`src/design/lads_pkg.sv`:
```
// ----------------------------------------------------------------------------
// lads_pkg
// Shared types, constants and scoring functions for the local alignment
// scorer with two-piece affine gaps.
// ----------------------------------------------------------------------------
package lads_pkg;

    localparam int MAX_LEN    = 512;
    localparam int SCORE_BITS = 16;
    localparam int CNT_W      = $clog2(MAX_LEN + 1);
    localparam int ADDR_W     = (MAX_LEN > 1) ? $clog2(MAX_LEN) : 1;
    localparam int BEST_W     = 15;
    localparam int POS_W      = 10;
    localparam int OUT_W      = 40;
    localparam int OUT_PAD    = OUT_W - BEST_W - 2 * POS_W;
    localparam int BEST_MAX   = 32767;

    localparam logic signed [SCORE_BITS-1:0] SMAX = {1'b0, {(SCORE_BITS - 1){1'b1}}};
    localparam logic signed [SCORE_BITS-1:0] SMIN = {1'b1, {(SCORE_BITS - 1){1'b0}}};

    localparam logic [2:0] REG_SUB_LOW    = 3'd0;
    localparam logic [2:0] REG_SUB_HIGH   = 3'd1;
    localparam logic [2:0] REG_SHORT_OPEN = 3'd2;
    localparam logic [2:0] REG_SHORT_EXT  = 3'd3;
    localparam logic [2:0] REG_LONG_OPEN  = 3'd4;
    localparam logic [2:0] REG_LONG_EXT   = 3'd5;
    localparam logic [2:0] REG_ALIGN_MODE = 3'd6;

    localparam logic [2:0] NT_A = 3'd0;
    localparam logic [2:0] NT_C = 3'd1;
    localparam logic [2:0] NT_G = 3'd2;
    localparam logic [2:0] NT_T = 3'd3;
    localparam logic [2:0] NT_N = 3'd4;

    typedef logic signed [SCORE_BITS-1:0] score_t;

    typedef struct packed {
        logic             valid;
        logic [2:0]       rbase;
        score_t           m_sc;
        score_t           is_sc;
        score_t           il_sc;
        score_t           hdiag;
        score_t           best_h;
        logic [CNT_W-1:0] best_q;
        score_t           end_h;
    } row_t;

    typedef struct packed {
        logic [63:0]       sub_low;
        logic [23:0]       sub_high;
        logic signed [7:0] short_open;
        logic signed [7:0] short_ext;
        logic signed [7:0] long_open;
        logic signed [7:0] long_ext;
    } score_cfg_t;

    function automatic logic [2:0] encode(input logic [7:0] c);
        case (c)
            8'h41, 8'h61: encode = NT_A;
            8'h43, 8'h63: encode = NT_C;
            8'h47, 8'h67: encode = NT_G;
            8'h54, 8'h74: encode = NT_T;
            default:      encode = NT_N;
        endcase
    endfunction

    function automatic logic [2:0] compl_nt(input logic [2:0] nt, input logic comp);
        if (comp && !nt[2])
            compl_nt = {1'b0, ~nt[1:0]};
        else
            compl_nt = nt;
    endfunction

    function automatic logic signed [7:0] sub_score(input logic [2:0] q, input logic [2:0] r,
                                                    input logic [63:0] lo,
                                                    input logic [23:0] hi);
        if (q[2] || r[2])
            sub_score = hi[23:16];
        else begin
            case ({q[1:0], r[1:0]})
                4'b0000:          sub_score = lo[7:0];
                4'b0001, 4'b0100: sub_score = lo[15:8];
                4'b0010, 4'b1000: sub_score = lo[23:16];
                4'b0011, 4'b1100: sub_score = lo[31:24];
                4'b0101:          sub_score = lo[39:32];
                4'b0110, 4'b1001: sub_score = lo[47:40];
                4'b0111, 4'b1101: sub_score = lo[55:48];
                4'b1010:          sub_score = lo[63:56];
                4'b1011, 4'b1110: sub_score = hi[7:0];
                default:          sub_score = hi[15:8];
            endcase
        end
    endfunction

    function automatic score_t sat_add(input score_t a, input logic signed [7:0] b);
        logic signed [SCORE_BITS:0] s;
        s = (SCORE_BITS + 1)'(a) + (SCORE_BITS + 1)'(b);
        if (s > SMAX)
            sat_add = SMAX;
        else if (s < SMIN)
            sat_add = SMIN;
        else
            sat_add = SCORE_BITS'(s);
    endfunction

    function automatic score_t pick(input score_t open_sc, input score_t ext_sc);
        pick = (open_sc > ext_sc) ? open_sc : ext_sc;
    endfunction

endpackage

```
`src/design/lads_cell.sv`:
```
// ----------------------------------------------------------------------------
// lads_cell
// One column of the alignment matrix: holds its query base and the column
// scores of the previous row, computes one cell per row and hands the row
// values on to the next column.
// ----------------------------------------------------------------------------
module lads_cell (
    input  logic                        clk,
    input  logic                        rst_n,
    input  logic                        init,
    input  logic                        shift_en,
    input  logic [2:0]                  base_in,
    output logic [2:0]                  base_out,
    input  logic [lads_pkg::CNT_W-1:0]  idx,
    input  logic [lads_pkg::CNT_W-1:0]  qcount,
    input  lads_pkg::score_cfg_t        cfg,
    input  lads_pkg::row_t              row_in,
    output lads_pkg::row_t              row_out
);

    logic [2:0]       base_reg;
    lads_pkg::score_t h_reg, m_reg, d_reg, dl_reg;
    lads_pkg::row_t   row_reg, row_next;

    logic signed [7:0] sub;
    lads_pkg::score_t  mv, dv, iv, dlv, ilv, hv;
    logic              active;
    logic [lads_pkg::CNT_W-1:0] col;

    always_comb
    begin
        sub    = lads_pkg::sub_score(base_reg, row_in.rbase, cfg.sub_low, cfg.sub_high);
        mv     = lads_pkg::sat_add(row_in.hdiag, sub);
        dv     = lads_pkg::pick(lads_pkg::sat_add(m_reg, cfg.short_open),
                                lads_pkg::sat_add(d_reg, cfg.short_ext));
        iv     = lads_pkg::pick(lads_pkg::sat_add(row_in.m_sc, cfg.short_open),
                                lads_pkg::sat_add(row_in.is_sc, cfg.short_ext));
        dlv    = lads_pkg::pick(lads_pkg::sat_add(m_reg, cfg.long_open),
                                lads_pkg::sat_add(dl_reg, cfg.long_ext));
        ilv    = lads_pkg::pick(lads_pkg::sat_add(row_in.m_sc, cfg.long_open),
                                lads_pkg::sat_add(row_in.il_sc, cfg.long_ext));
        if (mv >= 0 && mv >= dv && mv >= dlv && mv >= iv && mv >= ilv)
            hv = mv;
        else if (dv >= 0 && dv >= dlv && dv >= iv && dv >= ilv)
            hv = dv;
        else if (dlv >= 0 && dlv >= iv && dlv >= ilv)
            hv = dlv;
        else if (iv >= 0 && iv >= ilv)
            hv = iv;
        else if (ilv >= 0)
            hv = ilv;
        else
            hv = '0;

        active   = idx < qcount;
        col      = idx + 1'b1;
        row_next = row_in;
        if (active)
        begin
            row_next.m_sc  = mv;
            row_next.is_sc = iv;
            row_next.il_sc = ilv;
            row_next.hdiag = h_reg;
            if (hv >= row_in.best_h)
            begin
                row_next.best_h = hv;
                row_next.best_q = col;
            end
            if (col == qcount)
                row_next.end_h = hv;
        end
    end

    always_ff @(posedge clk or negedge rst_n)
    begin
        if (!rst_n)
            row_reg <= '0;
        else
            row_reg <= row_next;
    end

    always_ff @(posedge clk)
    begin
        if (shift_en)
            base_reg <= base_in;
        if (init)
        begin
            h_reg  <= '0;
            m_reg  <= '0;
            d_reg  <= lads_pkg::SMIN;
            dl_reg <= lads_pkg::SMIN;
        end
        else if (row_in.valid && active)
        begin
            h_reg  <= hv;
            m_reg  <= mv;
            d_reg  <= dv;
            dl_reg <= dlv;
        end
    end

    assign base_out = base_reg;
    assign row_out  = row_reg;

endmodule

```
`config.mk`:
```
export PLATFORM = sky130hd
export DESIGN_NAME = lads_cell
export DESIGN_NICKNAME = d
export VERILOG_FILES = /design/src/design/lads_pkg.sv /design/src/design/lads_cell.sv
export SDC_FILE = /design/constraint.sdc
export NUM_CORES = 1
export LEC_CHECK = 0
export BUFFER_PORTS_ARGS = -buffer_cell sky130_fd_sc_hd__buf_4
export CAP_MARGIN = 0
export CORE_MARGIN = 5
export CORE_UTILIZATION = 44
export CTS_CLUSTER_DIAMETER = 150
export DETAILED_ROUTE_END_ITERATION = 16
export HOLD_SLACK_MARGIN = 0.1
export PLACE_DENSITY = 0.67
export REMOVE_ABC_BUFFERS = 1
export SLEW_MARGIN = 20
export SYNTH_ARGS = -nofsm -noshare
export SYNTH_HDL_FRONTEND = slang
export SYNTH_SLANG_ARGS = --single-unit
```
`constraint.sdc`:
```
create_clock -name clk -period 9.4 [get_ports clk]
set_input_delay 0.47 -clock clk [delete_from_list [all_inputs] [get_ports clk]]
set_output_delay 0.47 -clock clk [all_outputs]
set_load 0.02 [all_outputs]
```
; Yosys cells after proc, flatten, opt, wreduce, memory -nomap -nowiden
; Index checks and enable logic that the tools add are counted.
[word_totals]
register_bits = 177
elab_cells = 129
[op_classes]
addsub = 10
order_cmp = 39
eq_ne = 15
muxes = 32
n_reduce_logical = 19
[op_table]
columns = cell, count
row1 = 16-bit two-way mux, 28
row2 = 16-bit greater-or-equal comparator, 11
row3 = 16-bit by 8-bit adder with 17-bit output, 9
row4 = 17-bit by 16-bit > comparator with 1-bit output (second input constant), 9
row5 = 17-bit by 16-bit less-than comparator with 1-bit output (second input constant), 9
row6 = 106-bit two-way mux, 1
row7 = 16-bit by 1-bit greater-or-equal comparator with 1-bit output (second input constant), 5
row8 = 8-bit one-hot mux with 9 select lines, 1
row9 = 16-bit > comparator, 4
row10 = 4-bit == test (second input constant), 7
row11 = 26-bit two-way mux, 1
row12 = 4-bit by 3-bit == test with 1-bit output (second input constant), 4
row13 = 2-bit OR reduction, 6
row14 = 1-bit logical AND, 11
row15 = 10-bit by 1-bit adder with 10-bit output (second input constant), 1
row16 = 10-bit == test, 1
row17 = 10-bit less-than comparator, 1
row18 = 4-bit by 2-bit == test with 1-bit output (second input constant), 2
row19 = 8-bit two-way mux, 1
row20 = 4-bit by 1-bit == test with 1-bit output (second input constant), 1
row21 = 4-bit logical NOT, 1
row22 = 1-bit logical OR, 1

; Depth between registers and ports, before layout
; Gate-level depths: netlist (run 1).
[logic_depth]
ltp_word = 17
depth_mapped = 59

; Least setup slack after synthesis (run 1)
; OpenSTA, ideal clock, no wires.
[synth_path]
kind = input-to-reg
from = input cfg[0] (netlist name)
to = register row_reg (netlist bit row_out[31])
setup_time_ns = 0.095
arrival_ns = 10.192
setup_slack_ns = -0.887
cell_stages = 51
path_buffers = 6
path_cell_list = ha_1 > inv_1 > fa_1 > nor2b_1 > o31ai_1 > a211oi_1 > o211ai_1 > a31o_2 > nor3_1 > clkbuf_1 > o21ai_0 > ha_1 > nand4_1 > nor3_1 > nand3_1 > or3_1 > a31oi_1 > clkbuf_1 > (+15 left out) > a311oi_2 > nor2_1 > ha_1 > a21o_1 > a21o_1 > a21oi_1 > nor2b_1 > o21ai_0 > nand2_1 > a21oi_1 > nand3_1 > o21ai_0 > o21ai_0 > nand2_1 > clkbuf_1 > clkbuf_1 > nand2_1 > o31ai_1
[synth_rtl]
columns = element, line
row1 = "start, declared", lads_cell.sv:16  ; input lads_pkg::score_cfg_t cfg,
row2 = "end signal, assigned", lads_cell.sv:79  ; row_reg <= row_next;
row3 = "end, declared", lads_cell.sv:23  ; lads_pkg::row_t row_reg, row_next;

==> results of run 1 <==
[metal layers]
layer,part of all wire,track usage,vias to the layer above
li1,-,-,13700
met4,0.049,0.157,2
met3,0.085,0.0660,290
met2,0.45,0.581,1344
met5,0.00011,0,-
met1,0.42,0.491,14100
[cell families after synthesis]
group	synth area share
compound gates	0.295
simple gates	0.183
fa+ha+maj	0.206
buf+inv	0.0521
flops	0.176
xor+xnor	0.0546
mux	0.0323
other cells	0.000160
[stage by stage]
stage / util / instances
4_1_cts: 0.657 / 4913
6_report: 0.694 / 4981
3_3_place_gp: 0.634 / 4848
2_1_floorplan: - / 2899
3_5_place_dp: 0.634 / 4848
5_1_grt: 0.694 / 4978
[cell type report]
class	instances	area [sq um]	area share
multi-input combinational	2540	19700	0.538
sequential	177	4130	0.113
antenna	3	7.51	0.000206
tap	688	861	0.0236
clock inverter	14	164	0.00449
clock buffer	18	439	0.0120
inverter	183	694	0.0190
timing repair buffer	1358	10600	0.289
[worst max path at each step]
stage,start,to,slack (ns),cells after the start
final,cfg[17],row_out[18]$_DFF_PN0_,0.06,52
after global routing,m_reg[0]$_SDFFE_PP0P_,row_out[18]$_DFF_PN0_,-0.21,48
after CTS,dl_reg[0]$_SDFFE_PP0P_,row_out[17]$_DFF_PN0_,0.00003,48
after detailed placement,cfg[17],row_out[17]$_DFF_PN0_,-1.01,53
after global placement,cfg[17],row_out[18]$_DFF_PN0_,-0.88,52
after floorplan,cfg[7],row_out[17]$_DFF_PN0_,-2.55,41
[worst register-to-register path: cells and delay by family, from the launching register on]
kind                       cells  cell delay [ns]
and+or+nand+nor               14             2.15
adders and majority gates      5             1.18
muxes                          2             0.46
buffers and inverters          8             1.05
AOI/OAI and AO/OA             18             3.96
DFF                            1             0.38
[synth_stat cells (20+ instances only)]
cell type	number	share of area
dfxtp_1	64	0.055
xnor2_1	99	0.037
nand2_1	319	0.051
xor2_1	47	0.018
o21ai_0	215	0.046
o21bai_1	25	0.0080
nand3_1	70	0.015
nor4_1	20	0.0053
o31ai_1	44	0.014
and3_1	22	0.0059
nand4_1	31	0.0083
dfrtp_1	110	0.12
o211ai_1	22	0.0071
a211oi_1	57	0.018
or3_1	23	0.0061
a21o_1	99	0.032
ha_1	356	0.19
nor3_1	51	0.011
a311oi_1	21	0.0079
a31oi_1	30	0.0080
a21oi_1	265	0.057
nor2b_1	42	0.011
inv_1	180	0.029
o21a_1	39	0.012
mux2i_1	41	0.018
nand2b_1	39	0.010
nor2_1	225	0.036
clkbuf_1	83	0.013
[timing repair]
item,CTS,global route
pin swaps,26,145
hold buffers,3,0
resized for setup,95,295
endpoints found under the hold margin,44,0
setup endpoints to repair,26,26
setup buffers,30,66
gates cloned,1,1
==> metrics, run 1 <==
routability congestion estimate about 1.1; Worst setup SP type input pin; Total GRT Usage 0.366; Crit path arrival time 9.75 ns; fillers about 4300; maximum fanout along the worst path 8; commonest non-fill, non-tap cell in the layout buf_4; synthesized cell area between 20000 and 25000 sq um; cell depth of the worst flop-to-flop path 47; Hold Crit Class in2reg; worst r2r dst row_out[18]$_DFF_PN0_; RSZ-0062 raised after global routing yes; final setup skew between 0.01 and 0.015 ns; top_reg_cell synth dfrtp_1; kind of critical path in2reg; endpoints failing hold 0; placed cell area about 33000 sq um; hold endpoint base_out[0]$_DFFE_PP_; Post-synth EDFFs 3; Slew Limit Fails 0; register bit total from synthesis 177; die area between 50000 and 60000 sq um; fraction of layout cells with a size suffix above 1 0.401; Avg Synthesized Cell Area between 7 and 8 sq um; clk_lat worst skew ~0.51 ns; Async S/R FF share, synth 0.621; die height roughly 240 microns; Final #Nets 4899; Residual DRC 0; Post-DP HPWL a little over 90000 microns; largest net degree at the start of global routing just under 70; Pre-Repair DR Iteration Count 6; max reg flops 110; antenna violations before repair 1; Die X 241 microns; CORE AREA 52700 sq um; critical path's slowest cell mux2i_1; cell area after layout around 37000 sq um; Root Buffer clkbuf_16; Crit path required time around 9.8 ns; Starting Density 0.445; Yosys warning count 0; fin crit share 0.994; r2r setup slk 0.13 ns; Sink Count roughly 180; worst slack at placement -1.01 ns; DR vias/cell between 5 and 6; hold slack roughly 0.14 ns; GRT overflow 0; post-layout minimum cycle time around 9.3 ns; Port Buffers ~370; routed via count between 20000 and 30000; initial drt markers about 2600; max_slew headroom 0.333; Area growth syn-to-layout 55.9%; clock buffer depth 2; Max-Cap Viols 0; hold path cells 1; global-route wire length before repair ~160000 microns; Clock Pin Slew Worst Setup and Hold Paths approximately 0.08 ns; commonest cells after routing, fill and taps aside 1304 x buf_4, 328 x ha_1, 311 x nand2_1; final worst setup slack 0.0595 ns; worst path bufs/invs 9; Ports 370; Clock H-tree levels 4; RR Startpoint m_reg[0]$_SDFFE_PP0P_; slowest stage delay, CP 0.41 ns; final WL 113000 microns; Yosys cell types about 110; highest clock rate about 110 MHz; Row Count 84; Worst Setup End Kind flip-flop; Inserted Clock Buffers 17; cell family with most CP delay compound AO/OA/AOI/OAI gates; status finished, final reports clean; Synth Instances 3021; TNS Setup 0 ns; Hold Startpoint base_in[0]; vias in the first global route around 28000; Final setup viols 0; CTS tree yes; Worst-Margin Slew roughly 1 ns; wire per inst 22.7 microns; Final ANT Viol Nets 0; sequential share of the synthesized area 0.176
Power of run 1 is not shown: default switching activity piles up to over one toggle a cycle in this logic, so the estimate is an artifact.
==> run 2: changes to the inputs <==
--- a/config.mk
+++ b/config.mk
@@ -12,7 +12,6 @@
 export CTS_CLUSTER_DIAMETER = 150
 export DETAILED_ROUTE_END_ITERATION = 16
 export HOLD_SLACK_MARGIN = 0.1
-export PLACE_DENSITY = 0.67
 export REMOVE_ABC_BUFFERS = 1
 export SLEW_MARGIN = 20
 export SYNTH_ARGS = -nofsm -noshare
==> constraint.sdc (replaced) <==
create_clock -name clk -period 11.8 [get_ports clk]
set_input_delay 0.59 -clock clk [delete_from_list [all_inputs] [get_ports clk]]
set_output_delay 0.59 -clock clk [all_outputs]
set_load 0.02 [all_outputs]
==> run 2 against run 1 <==
Via count fell by 14%. Core utilization fell by 16 points. Cell area fell by 23%. First-iteration DRC count fell by 9.1%. Non-clock buffer count fell by 883. Count of clock-buffer cells in the layout fell by 1. Clock skew rose by 0.0031 ns. Critical path depth fell by 7. Global-route usage fell by 3.5 points. Register-to-register slack improved by 0.70 ns. Routed wire length fell by 12%.
==> metrics, run 2 (synthesis results as in run 1) <==
status finished, final reports clean; critical path's slowest cell mux2i_1; Die X 241 microns (unchanged); GRT overflow 0 (unchanged); CTS tree yes; Hold Crit Class in2async; endpoints failing hold 0 (unchanged); highest clock rate about 89 MHz; commonest non-fill, non-tap cell in the layout buf_4; DR vias/cell 6.19 (+4.7%); Final ANT Viol Nets 0 (unchanged); final worst setup slack 0.572 ns (+0.512 ns); global-route wire length before repair 146000 microns (-11%); Inserted Clock Buffers 17 (unchanged); cell area after layout 28000 sq um (-23%); Sink Count 177 (unchanged); max_slew headroom 0.301 (-0.0317); CORE AREA 52700 sq um (unchanged); RSZ-0062 raised after global routing no; final WL 100000 microns (-12%); post-cts resize count 0 (-100%); routed via count 25400 (-14%); final setup skew 0.0181 ns (+0.00312 ns); Residual DRC 0 (unchanged); cell depth of the worst flop-to-flop path 51 (+8.5%); largest net degree at the start of global routing 62 (-10%); Port Buffers 369 (unchanged); worst slack at placement 0.373 ns (+1.38 ns); die height 241 microns (unchanged); RR Startpoint base_out[0]$_DFFE_PP_; post-layout minimum cycle time between 10 and 15 ns; Final #Nets 4015 (-18%); slowest stage delay, CP 0.71 ns (+0.30 ns); clock buffer depth 2 (unchanged); wire per inst 24.4 microns (+7.4%); Worst setup SP type input pin; maximum fanout along the worst path 25 (+17); vias in the first global route 23800 (-16%); Slew Limit Fails 0 (unchanged); Worst Setup End Kind flip-flop; Clock Pin Slew Worst Setup and Hold Paths 0.08 ns (about the same); Row Count 84 (unchanged); worst r2r dst row_out[25]$_DFF_PN0_; commonest cells after routing, fill and taps aside 474 x buf_4, 356 x ha_1, 319 x nand2_1; Max-Cap Viols 0 (unchanged); Root Buffer clkbuf_16; Total GRT Usage 0.331 (-0.0354); Starting Density 0.445 (unchanged); fillers 5147 (+19%); fin crit share 0.952; placed cell area 27400 sq um (-18%); die area 58000 sq um (unchanged); Final setup viols 0 (unchanged); Clock H-tree levels 4 (unchanged); Ports 370 (unchanged); CTS hold repair buffers 0 (-3); max reg flops 110 (unchanged); Crit path required time 12.19 ns (+2.38 ns); Area growth syn-to-layout 19.7%; r2r setup slk 0.83 ns (+0.70 ns); Post-DP HPWL 82400 microns (-11%); postcts setup bufs 0 (-100%); antenna violations before repair 4 (+3); kind of critical path in2reg; Pre-Repair DR Iteration Count 8 (+2); routability congestion estimate 1.03 (-3.0%); fraction of layout cells with a size suffix above 1 0.176 (-0.225); Worst-Margin Slew 1.03 ns (+0.0272 ns); clk_lat worst skew 0.51 ns (about the same); TNS Setup 0 ns (unchanged); initial drt markers 2365 (-9.1%); Crit path arrival time 11.62 ns (+1.87 ns)
[run 2: changes by cell type in the layout (fill, tap and decap cells not counted), moves of 19 or more]
| cell | before | now |
|---|---|---|
| a21oi_1 | 218 | 264 |
| a21oi_2 | 44 | 0 |
| buf_4 | 1304 | 474 |
| buf_6 | 32 | 0 |
| ha_1 | 328 | 356 |
| ha_4 | 19 | 0 |
| o21ai_0 | 173 | 215 |
| o21ai_1 | 35 | 9 |
[run 2: worst max path at each step]
stage	depth (start not counted)	startpoint	slack (ns)	end
2_1_floorplan	41	cfg[7]	-0.27	row_out[17]$_DFF_PN0_
3_3_place_gp	49	cfg[17]	0.30	row_out[18]$_DFF_PN0_
3_5_place_dp	45	cfg[23]	0.37	row_out[25]$_DFF_PN0_
4_1_cts	45	cfg[23]	0.87	row_out[25]$_DFF_PN0_
5_1_grt	51	cfg[25]	0.01	row_out[18]$_DFF_PN0_
6_report	45	cfg[23]	0.57	row_out[25]$_DFF_PN0_
[run 2: final cells by class]
| cell class | instances | area (sq um) | area share |
|---|---|---|---|
| Sequential cell | 177 | 4120 | 0.147 |
| Clock buffer | 17 | 425 | 0.0152 |
| Multi-Input combinational cell | 2539 | 18200 | 0.648 |
| Clock inverter | 15 | 196 | 0.00700 |
| Antenna cell | 3 | 7.51 | 0.000268 |
| Timing Repair Buffer | 475 | 3580 | 0.128 |
| Inverter | 183 | 687 | 0.0245 |
| Tap cell | 688 | 861 | 0.0307 |
[run 2: per-stage QoR]
step	util	hold slack, ns	instances
2_1_floorplan	-	0.294	2899
3_3_place_gp	0.520	0.419	4062
3_5_place_dp	0.520	0.421	4062
4_1_cts	0.532	0.131	4094
5_1_grt	0.533	0.159	4094
6_report	0.533	0.122	4097
[run 2: per-layer routing]
| layer | routed length [microns] | GRT usage | up-vias |
|---|---|---|---|
| met5 | 27 | 0 | - |
| met2 | 43400 | 0.506 | 1159 |
| met3 | 8850 | 0.0633 | 195 |
| met1 | 43800 | 0.466 | 12000 |
| li1 | - | - | 12000 |
| met4 | 4050 | 0.120 | 4 |
[run 2: critical path: cells and delay by family]
kind            cells  cell delay, ns
simple gates        9            1.41
mux                 2            1.05
fa+ha+maj           4            1.47
buf+inv             4            0.96
compound gates     26            6.10
Power of run 2 is left out for the same reason.
